<file path="src/tmbc_pkg.sv">
`timescale 1ns / 1ps
// ----------------------------------------------------------------------------
// Torch mode button controller package
// Shared widths, mode codes, register indexes, reset values and types.
// ----------------------------------------------------------------------------
package tmbc_pkg;

    localparam int unsigned MODE_W      = 3;
    localparam int unsigned LED_CNT_W   = 2;
    localparam int unsigned HOLD_W      = 12;
    localparam int unsigned CFG_IDX_W   = 2;
    localparam int unsigned CFG_DATA_W  = 12;
    localparam int unsigned SUB_W       = 7;
    localparam int unsigned HUND_W      = 6;

    localparam logic [MODE_W-1:0] MODE_OFF    = 3'd0;
    localparam logic [MODE_W-1:0] MODE_ONE    = 3'd1;
    localparam logic [MODE_W-1:0] MODE_TWO    = 3'd2;
    localparam logic [MODE_W-1:0] MODE_THREE  = 3'd3;
    localparam logic [MODE_W-1:0] MODE_STROBE = 3'd4;
    localparam logic [MODE_W-1:0] MODE_FLASH  = 3'd5;
    localparam logic [MODE_W-1:0] MODE_MAX    = MODE_FLASH;

    localparam logic [CFG_IDX_W-1:0] REG_MODE_COUNT       = 2'd0;
    localparam logic [CFG_IDX_W-1:0] REG_LED_COUNT        = 2'd1;
    localparam logic [CFG_IDX_W-1:0] REG_LONG_PRESS_LIMIT = 2'd2;

    localparam logic [MODE_W-1:0]    MODE_COUNT_RST = 3'd5;
    localparam logic [LED_CNT_W-1:0] LED_COUNT_RST  = 2'd3;
    localparam logic [HOLD_W-1:0]    LONG_PRESS_RST = 12'd3000;
    localparam logic [HOLD_W-1:0]    HOLD_SAT       = 12'd4095;

    // The phase runs modulo 4400 ms as a millisecond count within each
    // 100 ms step and a count of 100 ms steps.
    localparam logic [SUB_W-1:0]  SUB_LAST  = 7'd99;
    localparam logic [HUND_W-1:0] HUND_LAST = 6'd43;

    typedef struct packed {
        logic three;
        logic two;
        logic one;
    } led_drive_t;

endpackage

</file>
<file path="src/torch_mode_button_controller_top.sv">
`timescale 1ns / 1ps
// ----------------------------------------------------------------------------
// Torch mode button controller
// Counts button releases into a torch mode, returning to off after a long hold, and drives three LEDs from it.
// ----------------------------------------------------------------------------
// Each input transfer is one millisecond tick carrying the button level and
// produces exactly one result transfer, in the cycle after acceptance, with
// the LED levels and the mode after that tick. A transfer can be accepted in
// every cycle while the output is not stalled; the single result register,
// which may hold a result while the next tick is taken when the output is
// being drained, sets that figure. Configuration writes are taken at any time.
module torch_mode_button_controller_top (
    input  logic       aclk,
    input  logic       aresetn,
    input  logic       s_tvalid,
    output logic       s_tready,
    input  logic [7:0] s_tdata,   // [0] button_level, [7:1] zero
    output logic       m_tvalid,
    input  logic       m_tready,
    output logic [7:0] m_tdata,   // [0] led_one, [1] led_two, [2] led_three,
                                  // [5:3] current_mode, [7:6] zero
    input  logic                            cfg_valid,
    output logic                            cfg_ready,
    input  logic [tmbc_pkg::CFG_IDX_W-1:0]  cfg_index,
    input  logic [tmbc_pkg::CFG_DATA_W-1:0] cfg_data
);

    logic [tmbc_pkg::MODE_W-1:0]    mode_count_reg;
    logic [tmbc_pkg::LED_CNT_W-1:0] led_count_reg;
    logic [tmbc_pkg::HOLD_W-1:0]    long_press_limit_reg;

    logic                        held_level_reg, held_level_next;
    logic [tmbc_pkg::HOLD_W-1:0] hold_time_reg, hold_time_next;
    logic [tmbc_pkg::MODE_W-1:0] mode_reg, mode_next;
    logic [tmbc_pkg::SUB_W-1:0]  phase_sub_reg, phase_sub_next;
    logic [tmbc_pkg::HUND_W-1:0] phase_hund_reg, phase_hund_next;

    logic       m_tvalid_reg;
    logic [7:0] m_tdata_reg;

    logic                        level;
    logic                        accept;
    logic [tmbc_pkg::MODE_W-1:0] top_mode;
    logic [tmbc_pkg::MODE_W:0]   mode_inc;
    logic [tmbc_pkg::HOLD_W-1:0] hold_inc;
    tmbc_pkg::led_drive_t        leds;

    assign level     = s_tdata[0];
    assign s_tready  = !m_tvalid_reg || m_tready;
    assign accept    = s_tvalid && s_tready;
    assign cfg_ready = 1'b1;
    assign m_tvalid  = m_tvalid_reg;
    assign m_tdata   = m_tdata_reg;

    assign top_mode = (mode_count_reg > tmbc_pkg::MODE_MAX) ? tmbc_pkg::MODE_MAX
                                                            : mode_count_reg;
    assign mode_inc = {1'b0, mode_reg} + 4'd1;
    assign hold_inc = (hold_time_reg == tmbc_pkg::HOLD_SAT) ? hold_time_reg
                                                            : hold_time_reg + 12'd1;

    always_comb begin
        held_level_next = held_level_reg;
        hold_time_next  = hold_time_reg;
        mode_next       = mode_reg;
        if (level && !held_level_reg) begin
            hold_time_next  = '0;
            held_level_next = 1'b1;
        end else if (!level && held_level_reg) begin
            mode_next = (mode_inc > {1'b0, top_mode}) ? tmbc_pkg::MODE_OFF
                                                      : mode_inc[tmbc_pkg::MODE_W-1:0];
            held_level_next = 1'b0;
        end else if (held_level_reg) begin
            hold_time_next = hold_inc;
            if (hold_inc > long_press_limit_reg) begin
                mode_next = tmbc_pkg::MODE_OFF;
            end
        end
    end

    always_comb begin
        phase_sub_next  = phase_sub_reg + 7'd1;
        phase_hund_next = phase_hund_reg;
        if (phase_sub_reg == tmbc_pkg::SUB_LAST) begin
            phase_sub_next  = '0;
            phase_hund_next = (phase_hund_reg == tmbc_pkg::HUND_LAST) ? '0
                                                                      : phase_hund_reg + 6'd1;
        end
    end

    tmbc_led_decode u_led_decode (
        .mode       (mode_next),
        .led_count  (led_count_reg),
        .phase_hund (phase_hund_reg),
        .leds       (leds)
    );

    always_ff @(posedge aclk) begin
        if (!aresetn) begin
            mode_count_reg       <= tmbc_pkg::MODE_COUNT_RST;
            led_count_reg        <= tmbc_pkg::LED_COUNT_RST;
            long_press_limit_reg <= tmbc_pkg::LONG_PRESS_RST;
        end else if (cfg_valid && cfg_ready) begin
            unique case (cfg_index)
                tmbc_pkg::REG_MODE_COUNT:
                    mode_count_reg <= cfg_data[tmbc_pkg::MODE_W-1:0];
                tmbc_pkg::REG_LED_COUNT:
                    led_count_reg <= cfg_data[tmbc_pkg::LED_CNT_W-1:0];
                tmbc_pkg::REG_LONG_PRESS_LIMIT:
                    long_press_limit_reg <= cfg_data;
                default: begin
                end
            endcase
        end
    end

    always_ff @(posedge aclk) begin
        if (!aresetn) begin
            held_level_reg <= 1'b0;
            hold_time_reg  <= '0;
            mode_reg       <= tmbc_pkg::MODE_OFF;
            phase_sub_reg  <= '0;
            phase_hund_reg <= '0;
            m_tvalid_reg   <= 1'b0;
        end else begin
            if (accept) begin
                held_level_reg <= held_level_next;
                hold_time_reg  <= hold_time_next;
                mode_reg       <= mode_next;
                phase_sub_reg  <= phase_sub_next;
                phase_hund_reg <= phase_hund_next;
                m_tvalid_reg   <= 1'b1;
            end else if (m_tready) begin
                m_tvalid_reg <= 1'b0;
            end
        end
    end

    always_ff @(posedge aclk) begin
        if (accept) begin
            m_tdata_reg <= {2'b00, mode_next, leds.three, leds.two, leds.one};
        end
    end

endmodule

</file>
<file path="src/tmbc_led_decode.sv">
`timescale 1ns / 1ps
// ----------------------------------------------------------------------------
// Torch mode LED decoder
// Drives the three LEDs from the mode, the fitted LED count and the phase.
// ----------------------------------------------------------------------------
module tmbc_led_decode (
    input  logic [tmbc_pkg::MODE_W-1:0]    mode,
    input  logic [tmbc_pkg::LED_CNT_W-1:0] led_count,
    input  logic [tmbc_pkg::HUND_W-1:0]    phase_hund,
    output tmbc_pkg::led_drive_t           leds
);

    logic [tmbc_pkg::LED_CNT_W-1:0] fitted;
    logic [tmbc_pkg::HUND_W-2:0]    slot;
    logic                           flash_on;

    assign fitted = (led_count == 2'd0) ? 2'd1 : led_count;
    assign slot   = phase_hund[tmbc_pkg::HUND_W-1:1];

    always_comb begin
        case (slot)
            5'd0, 5'd2, 5'd4, 5'd8, 5'd9, 5'd10, 5'd12, 5'd13, 5'd14,
            5'd16, 5'd17, 5'd18: flash_on = 1'b1;
            default:             flash_on = 1'b0;
        endcase
    end

    always_comb begin
        leds = '0;
        unique case (mode)
            tmbc_pkg::MODE_ONE: begin
                leds.one = 1'b1;
            end
            tmbc_pkg::MODE_TWO: begin
                leds.one = (fitted == 2'd1);
                leds.two = (fitted == 2'd2);
            end
            tmbc_pkg::MODE_THREE: begin
                leds.one   = (fitted == 2'd1);
                leds.two   = (fitted == 2'd2);
                leds.three = (fitted == 2'd3);
            end
            tmbc_pkg::MODE_STROBE: begin
                leds.one = phase_hund[0];
            end
            tmbc_pkg::MODE_FLASH: begin
                leds.one = flash_on;
            end
            default: begin
                leds = '0;
            end
        endcase
    end

endmodule

</file>
<file path="config.mk">
export PLATFORM = sky130hd
export DESIGN_NAME = torch_mode_button_controller_top
export DESIGN_NICKNAME = d
export VERILOG_FILES = /design/src/tmbc_pkg.sv /design/src/torch_mode_button_controller_top.sv /design/src/tmbc_led_decode.sv
export SDC_FILE = /design/constraint.sdc
export NUM_CORES = 1
export LEC_CHECK = 0
export BUFFER_PORTS_ARGS = -buffer_cell sky130_fd_sc_hd__buf_2
export CAP_MARGIN = 30
export CORE_MARGIN = 4
export CORE_UTILIZATION = 62
export DETAILED_ROUTE_END_ITERATION = 12
export PLACE_DENSITY_LB_ADDON = 0.1
export SETUP_SLACK_MARGIN = 0.2
export SLEW_MARGIN = 20
export SYNTH_ARGS = -nofsm -noshare
export SYNTH_HDL_FRONTEND = slang
export SYNTH_SLANG_ARGS = --single-unit
</file>
<file path="constraint.sdc">
create_clock -name aclk -period 9 [get_ports aclk]
set_input_delay 0.9 -clock aclk [delete_from_list [all_inputs] [get_ports aclk]]
set_output_delay 0.9 -clock aclk [all_outputs]
set_load 0.02 [all_outputs]
</file>
Word level (Yosys, flattened, before mapping)
Memory sizes are Yosys's and may differ from the RTL's. A register that Yosys moved wholly into a read port is not among the register bits.
Cells that the tools add are included.
{ "word_totals": {"memories": 1, "word_cells": 73, "regBits": 53, "rom_bits": 32} }
{ "classes": {"magnitude_cmp": 3, "eq_ne": 14, "addsub": 4, "n_mux": 20, "reduce_logical": 19} }
{ "mem_list": {"columns": ["memory", "words", "word_bits", "read_ports", "rd_clocked_by_memory_dff", "wr", "line_no", "text"], "rows": [
  ["(name not given)", 32, 1, 1, 1, 0, "tmbc_led_decode.sv:21", "case (slot)"]
]} }
{ "op_table": {"columns": ["operator", "count"], "rows": [
  ["$mux 12", 4],
  ["$mux 3", 6],
  ["$add 12x1->12 const B", 1],
  ["$eq 12x12->1 const B", 1],
  ["$gt 12x12->1", 1],
  ["$mux 5", 2],
  ["$reduce_and 2->1", 5],
  ["$add 7x1->7 const B", 1],
  ["$eq 7x7->1 const B", 1],
  ["$mux 7", 1],
  ["$add 6x1->6 const B", 1],
  ["$eq 2x2->1 const B", 3],
  ["$eq 3x2->1 const B", 2],
  ["$eq 3x3->1 const B", 2],
  ["$eq 6x6->1 const B", 1],
  ["$mux 6", 1],
  ["$reduce_bool 2->1", 3],
  ["$add 3x1->4 const B", 1],
  ["$eq 2x1->1 const B", 2],
  ["$gt 4x3->1", 1],
  ["$logic_not 2->1", 2],
  ["$mux 1", 4],
  ["$pmux 1 s4", 1],
  ["$eq 3x1->1 const B", 1],
  ["other kinds (8)", 12]
]} }

Logic depth before layout (Yosys ltp)
Gate-level depths: netlist of run 1.
{ "depth": {"word_depth": 10, "depth_mapped": 15, "depth_no_buf": 14} }

Hierarchy
A second synthesis of run 1 with hierarchy kept.
{ "hier_totals": {"cells_unflattened": 364, "area_unflattened_um2": 3007.9} }
{ "by_module_without_submodules": {"columns": ["module", "area_each_um2", "instances", "seq_area_each_um2", "cells_per_inst"], "rows": [
  ["torch_mode_button_controller_top", 2919.0, 1, 1121.1, 348],
  ["tmbc_led_decode", 88.8, 1, 0.0, 16]
]} }

Worst setup path after synthesis of run 1
No wires, ideal clock.
{ "synth_timing": {"path_kind": "register to register", "from": "register hold_time_reg[0] (netlist name)", "to": "register m_tdata_reg[0], in the netlist m_tdata[0], data pin", "setup_ns": 0.256, "period_less_slack_ns": 3.185, "arrival_ns": 2.929, "stages_incl_launch_ff": 16, "path_slack_ns": 5.815, "cell_sequence": "dfxtp_1 > ha_1 > nand3_1 > nor2_2 > nand3_1 > buf_2 > nand3_1 > xnor2_1 > ha_1 > nand4_1 > or4_1 > o21ai_1 > a31oi_2 > o211ai_4 > nand3b_1 > o211a_1"} }
{ "synth_lines": {"columns": ["item", "line_no", "text"], "rows": [
  ["from (decl)", "torch_mode_button_controller_top.sv:33", "logic [tmbc_pkg::HOLD_W-1:0] hold_time_reg, hold_time_next;"],
  ["from (signal assigned)", "torch_mode_button_controller_top.sv:127", "hold_time_reg <= hold_time_next;"],
  ["to (signal assigned)", "torch_mode_button_controller_top.sv:140", "m_tdata_reg <= {2'b00, mode_next, leds.three, leds.two, leds.one};"],
  ["to (decl)", "torch_mode_button_controller_top.sv:39", "logic [7:0] m_tdata_reg;"]
]} }

==> metrics.txt, run 1 <==
status complete, no violations; Worst-Skew Late Latency 0.30 ns; antenna violations before repair 0; Final Hold Viols 0; most common cell in the synthesized netlist dfxtp_1; H-tree depth 2; top cell type by total area after synthesis dfxtp_1; critical path's slowest cell mux2_1; slowest cell delay on critical path between 0.4 and 0.5 ns; Syn Area/Cell between 8 and 9 um^2; Avg WL per Cell 13.4 um; clk slew on worst S/H paths around 0.090 ns; Port-buffer cells 27; Die Y between 70 and 80 um; max-slew violations 0; Num CTS Buffers 5; CTS max path bufs 2; family with the most delay on the worst path compound AO/OA/AOI/OAI gates; drt pass-1 iters 4; first-pass GRT wire length around 10 mm; largest net degree at the start of global routing 40; Final Cell Area about 3300 um^2; total gr overflow 0; Setup Fix Bufs, Post-CTS 0; cts hold-fix bufs 0; Tot GR Track Use 20.7%; Layout Nets about 420; startpoint type of the worst setup path flop; WP data required 9.06 ns; effective utilization at floorplan 64.3%; layout cells sized above 1 roughly an eighth; Syn-to-layout area delta 7.82%; core outline area about 4800 um^2; Min-Delay Path Class reg2reg; worst rel slew slack around 59%; IO Pins 38; Max VDD drop 0.0694 mV; Placer Congestion approximately 0.83; Max-cap violations 0; main area contributors after synthesis dfxtp_1, ha_1, edfxtp_1; final core occ about 69%; Power Total ~0.00044 W; fin crit share a little over two fifths; register area share after synthesis between 30% and 40%; WHS roughly 0.48 ns; Die ar. between 6000 and 7000 um^2; Pwr per Cell Area 133 nW/um^2; ANT nets after route 0; drt via density 5.57; Sink Count 54; critical path buffer and inverter count 0; Tmin final 3.88 ns; cell area after synthesis a little over 3000 um^2; leakage dissipation between 1 and 1.5 nW; CP arrival 3.95 ns; YS warnings 0; Sum Neg Setup Slack 0 ns; Clock Skew approximately 0.0065 ns; number of global-route vias before repair 2317; Async SR Flop Fraction 0%; DP HPWL between 4 and 5 mm; CP cell instances ha_1 > nand3_1 > nor2_2 > nand3_1 > mux2_1 > ha_1 > nor2b_1 > o211ai_1 > a211o_1 > a31oi_2 > a31oi_4 > o211a_1; drc violations 0; Yosys reg bits 54; Post-synth top cells dfxtp_1, nand2_1, ha_1; FP Rows 25; CTS root buffer clkbuf_8; Ant. Diodes 0; top_reg_cell synth dfxtp_1; DR iter-0 viols between 100 and 150; Slew @ Worst Pin ~0.62 ns; Post-synth EDFFs 6; Fmax roughly 260 MHz; Die W a little under 80 um; critical path capture point type flop; RSZ-0062 raised after global routing no; Crit Path Class reg2reg; Final Setup Violations 0; drt total wl roughly 6 mm; Cell Area, Placed ~3200 um^2; post-synth cell types between 50 and 60; Crit Path Max Fanout 12; TritonCTS clock tree yes; DR vias ~2400; Yosys top cell area share 31.4%; Post-Syn Instances roughly 350; CTS resizes 0
## stage by stage
| step | std cells | setup slack (ns) |
|---|---|---|
| final | 440 | 5.12 |
| after global routing | 440 | 4.83 |
| after CTS | 440 | 5.12 |
| after detailed placement | 432 | 5.17 |
| after global placement | 432 | 5.18 |
| after floorplan | 352 | 5.81 |
## path summary, 6_finish.rpt
check	start	cells after the start	slack, ns	endpoint
max	hold_time_reg[0]	12	5.12	m_tdata[0]
min	long_press_limit_reg[10]	2	0.48	long_press_limit_reg[10]
max reg2reg	hold_time_reg[0]	12	5.12	m_tdata[0]
min reg2reg	long_press_limit_reg[10]	2	0.48	long_press_limit_reg[10]
## power breakdown
group          switching [W]  internal [W]
logic              0.0000333     0.0000206
registers         0.00000517      0.000251
clock network      0.0000759     0.0000534
## kinds of logic (layout without fill, tap and decap cells)
| kind of cell | Yosys count | after routing | share of synthesized area (%) |
|---|---|---|---|
| other cells | 2 | 3 | 0.246 |
| compound gates | 76 | 76 | 17.7 |
| buf+inv | 37 | 58 | 5.08 |
| simple gates | 135 | 135 | 23.1 |
| fa+ha+maj | 23 | 23 | 9.41 |
| xor+xnor | 18 | 18 | 5.16 |
| mux | 6 | 6 | 2.01 |
| flops | 54 | 54 | 37.3 |
## layout make-up
class                           instances  area, um^2
Multi-Input combinational cell        261        1760
Sequential cell                        54        1140
Tap cell                               67        83.8
Clock buffer                            5        68.8
Fill cell                             414        1460
Clock inverter                          3        16.3
Inverter                               23        86.3
Timing Repair Buffer                   27         135
## routing by layer
| layer | track usage [%] | part of all wire, % | up-vias |
|---|---|---|---|
| met3 | 2.98 | 5.7 | 6 |
| li1 | - | - | 1270 |
| met5 | 0 | 0 | - |
| met2 | 33.6 | 44 | 61 |
| met1 | 28.6 | 49 | 1112 |
| met4 | 6.12 | 1.0 | 0 |
## tightest hold or removal path: stages (launching register included)
cell and delay [ns]:
dfxtp_1 0.32, nand2_1 0.05, a21boi_0 0.06
## placed cells by master, fill, tap and decap left out, types with 3 or more instances in the layout
cell      Yosys  layout
a211oi_1      3       3
a21boi_0      6       6
a21o_1        3       3
a21oi_1      15      15
a22oi_1      10      10
a31oi_1       3       3
and3_1        5       5
buf_2         4      27
clkbuf_8      0       5
conb_1        2       3
dfxtp_1      48      48
edfxtp_1      6       6
ha_1         23      23
inv_1        21      21
mux2i_1       5       5
nand2_1      46      46
nand3_1      11      11
nand3b_1      3       3
nand4_1      12      12
nor2_1       21      21
nor2_2        3       3
nor2b_1      12      12
nor3_1        4       4
nor3b_1       5       5
o211ai_1     11      11
o21ai_0       6       6
o21ai_1       7       7
or3_1         3       3
xnor2_1      11      11
xor2_1        7       7
No activity file was read; power rests on OpenSTA's default activity.
==> run 2, diff against run 1 <==
CORE_UTILIZATION = 58   (was 62)
clock period = 3.8 ns   (was 9 ns; I/O delays follow)
==> run 2 against run 1 <==
- sequential power increased by 140%
- first-iteration DRC count down 17%
- largest cell class unchanged
- critical endpoint unchanged
- via count barely moved
- die area up 6.2%
==> metrics.txt, run 2 (synthesis gave the netlist of run 1 again) <==
commonest cells after routing, fill and taps aside nand2_1, dfxtp_1, buf_2, ha_1 (was dfxtp_1, nand2_1, buf_2, ha_1); Non-Filler Instances 445 (was 440); routed wl met3 228 um (was 336 um); hold path depth 3 (was 2); Ant. Diodes 0 (unchanged); Syn-to-layout area delta 9.58% (was 7.82%); RSZ-0062 raised after global routing no (unchanged); Final Setup Violations 0 (unchanged); clk slew on worst S/H paths 0.10 ns (was 0.09 ns); Num CTS Buffers 5 (unchanged); Sw Ratio 26.8% (was 26.0%); Min-Delay Path Class in2reg (was reg2reg); Placed Cells 437 (was 432); Tmin final 3.36 ns (was 3.88 ns); drt via density 5.51 (was 5.57); CTS root buffer clkbuf_8 (unchanged); Internal 0.000772 W (was 0.000325 W); R2R Setup Slk 0.44 ns (was 5.12 ns); number of global-route vias before repair 2227 (was 2317); Worst-Skew Late Latency 0.31 ns (was 0.30 ns); Final Hold Viols 0 (unchanged); Slew @ Worst Pin 0.626 ns (was 0.621 ns); DR vias 2451 (was 2449); core outline area 5110 um^2 (was 4750 um^2); Tot GR Track Use 19.3% (was 20.7%); fin crit share 88.5% (was 43.1%); slowest cell delay on critical path 0.55 ns (was 0.49 ns); Clock Skew 0.00933 ns (was 0.00654 ns); Crit Path Max Fanout 6 (was 12); FP Rows 26 (was 25); effective utilization at floorplan 59.8% (was 64.3%); first-pass GRT wire length 9.98 mm (was 10.4 mm); critical path capture point type flop (unchanged); Fmax 297 MHz (was 258 MHz); Worst Reg-to-Reg Cells 14 (was 12); met2 WL 2.67 mm (was 2.62 mm); drc violations 0 (unchanged); Clk pwr share 30.2% (was 29.4%); TritonCTS clock tree yes (unchanged); H-tree depth 2 (unchanged); Sum Neg Setup Slack 0 ns (unchanged); Max-cap violations 0 (unchanged); Port-buffer cells 27 (unchanged); CTS max path bufs 2 (unchanged); antenna violations before repair 0 (unchanged); drt total wl 5.96 mm (was 5.90 mm); worst rel slew slack 58.3% (was 58.6%); total gr overflow 0 (unchanged); Gate power share 12.2% (was 12.3%); ANT nets after route 0 (unchanged); status complete, no violations (unchanged); critical path's slowest cell or4_1 (was mux2_1); max-slew violations 0 (unchanged); WP data required 3.87 ns (was 9.06 ns); share of power burned in registers 57.7% (was 58.3%); Die ar. 6500 um^2 (was 6120 um^2); largest net degree at the start of global routing 40 (unchanged); Max VDD drop 0.172 mV (was 0.0694 mV); Die Y 80.6 um (was 78.2 um); layout cells sized above 1 14.9% (was 12.9%); DR iter-0 viols 122 (was 147); IO Pins 38 (unchanged); Crit Path Class reg2reg (unchanged); highest routed layer met4 (unchanged); Die W 80.6 um (was 78.2 um); Sink Count 54 (unchanged); leakage dissipation 1.34 nW (was 1.33 nW); DP HPWL 4.30 mm (was 4.31 mm); Setup Fix Bufs, Post-CTS 0 (unchanged); NetSw 0.000282 W (was 0.000114 W); Pwr per Cell Area 315 nW/um^2 (was 133 nW/um^2); met1 WL 2.98 mm (was 2.89 mm); Placer Congestion 0.818 (was 0.833); CP arrival 3.44 ns (was 3.95 ns); startpoint type of the worst setup path flop (unchanged); most common cell after layout, fill and taps aside nand2_1 (was dfxtp_1); CP cell instances ha_2 > nand3_2 > nor2_4 > nand3_1 > nor3_1 > a21oi_1 > ha_1 > nand4_1 > or4_1 > o21ai_1 > a31oi_4 > o211ai_4 > nand3b_1 > o211a_1 (was ha_1 > nand3_1 > nor2_2 > nand3_1 > mux2_1 > ha_1 > nor2b_1 > o211ai_1 > a211o_1 > a31oi_2 > a31oi_4 > o211a_1); Layout Nets 424 (was 422); Avg WL per Cell 13.4 um (about the same); drt pass-1 iters 4 (unchanged)
run 2: cell types whose count changed in the layout (fill, tap and decap cells not counted), moves of 2 or more:
cell,change
buf_4,+2
dfxtp_1,-3
dfxtp_2,+3
nand3_1,-2
nand3_2,+2
run 2: critical path: cells and delay by family, from the launching register on:
kind	cells	cell delay, ns
DFF	1	0.40
adders and majority gates	2	0.55
and+or+nand+nor	7	1.45
AOI/OAI and AO/OA	5	0.73
run 2: power by group through the flow:
stage | Sequential (W) | Combinational, W | Clock [W]
floorplan | 0.000626 | 0.0000883 | 0
global route | 0.000611 | 0.000145 | 0.000344
CTS | 0.000608 | 0.000129 | 0.000323
detailed placement | 0.000621 | 0.000128 | 0
global placement | 0.000620 | 0.000125 | 0
finish | 0.000608 | 0.000128 | 0.000318
run 2: stage by stage:
stage | cell area (um^2) | total power (W) | hold WS (ns) | util (%) | setup WS (ns)
floorplan | 3060 | 0.000714 | 0.443 | - | 0.615
global placement | 3230 | 0.000745 | 0.453 | 63.2 | 0.294
detailed placement | 3230 | 0.000749 | 0.463 | 63.2 | 0.220
CTS | 3320 | 0.00106 | 0.287 | 65.1 | 0.272
global route | 3350 | 0.00110 | 0.297 | 65.6 | 0.193
finish | 3350 | 0.00105 | 0.286 | 65.6 | 0.435
run 2: repair_timing:
item                                    in CTS  in global routing
gates resized for setup                      1                  8
endpoints found under the hold margin        0                  0
endpoints found under the setup margin       1                  6
hold buffers                                 0                  0
run 2: final cells by class:
cell class                 count  area [um^2]
inverter                      23         86.3
fill                         471         1760
clock buffer                   5         68.8
timing repair buffer          29          150
tap                           70         87.6
multi-input combinational    261         1800
sequential                    54         1140
clock inverter                 3         16.3
run 2: worst paths after layout:
kind                           startpoint                      end
setup / recovery         hold_time_reg[0]               m_tdata[0]
hold / removal                cfg_data[5]  long_press_limit_reg[5]
setup reg to reg         hold_time_reg[0]               m_tdata[0]
hold reg to reg   long_press_limit_reg[6]  long_press_limit_reg[6]
run 2: layer usage:
layer	GRT usage [%]	up-vias
met4	5.57	0
met5	0	-
met3	3.36	8
li1	-	1279
met1	26.5	1126
met2	31.0	38
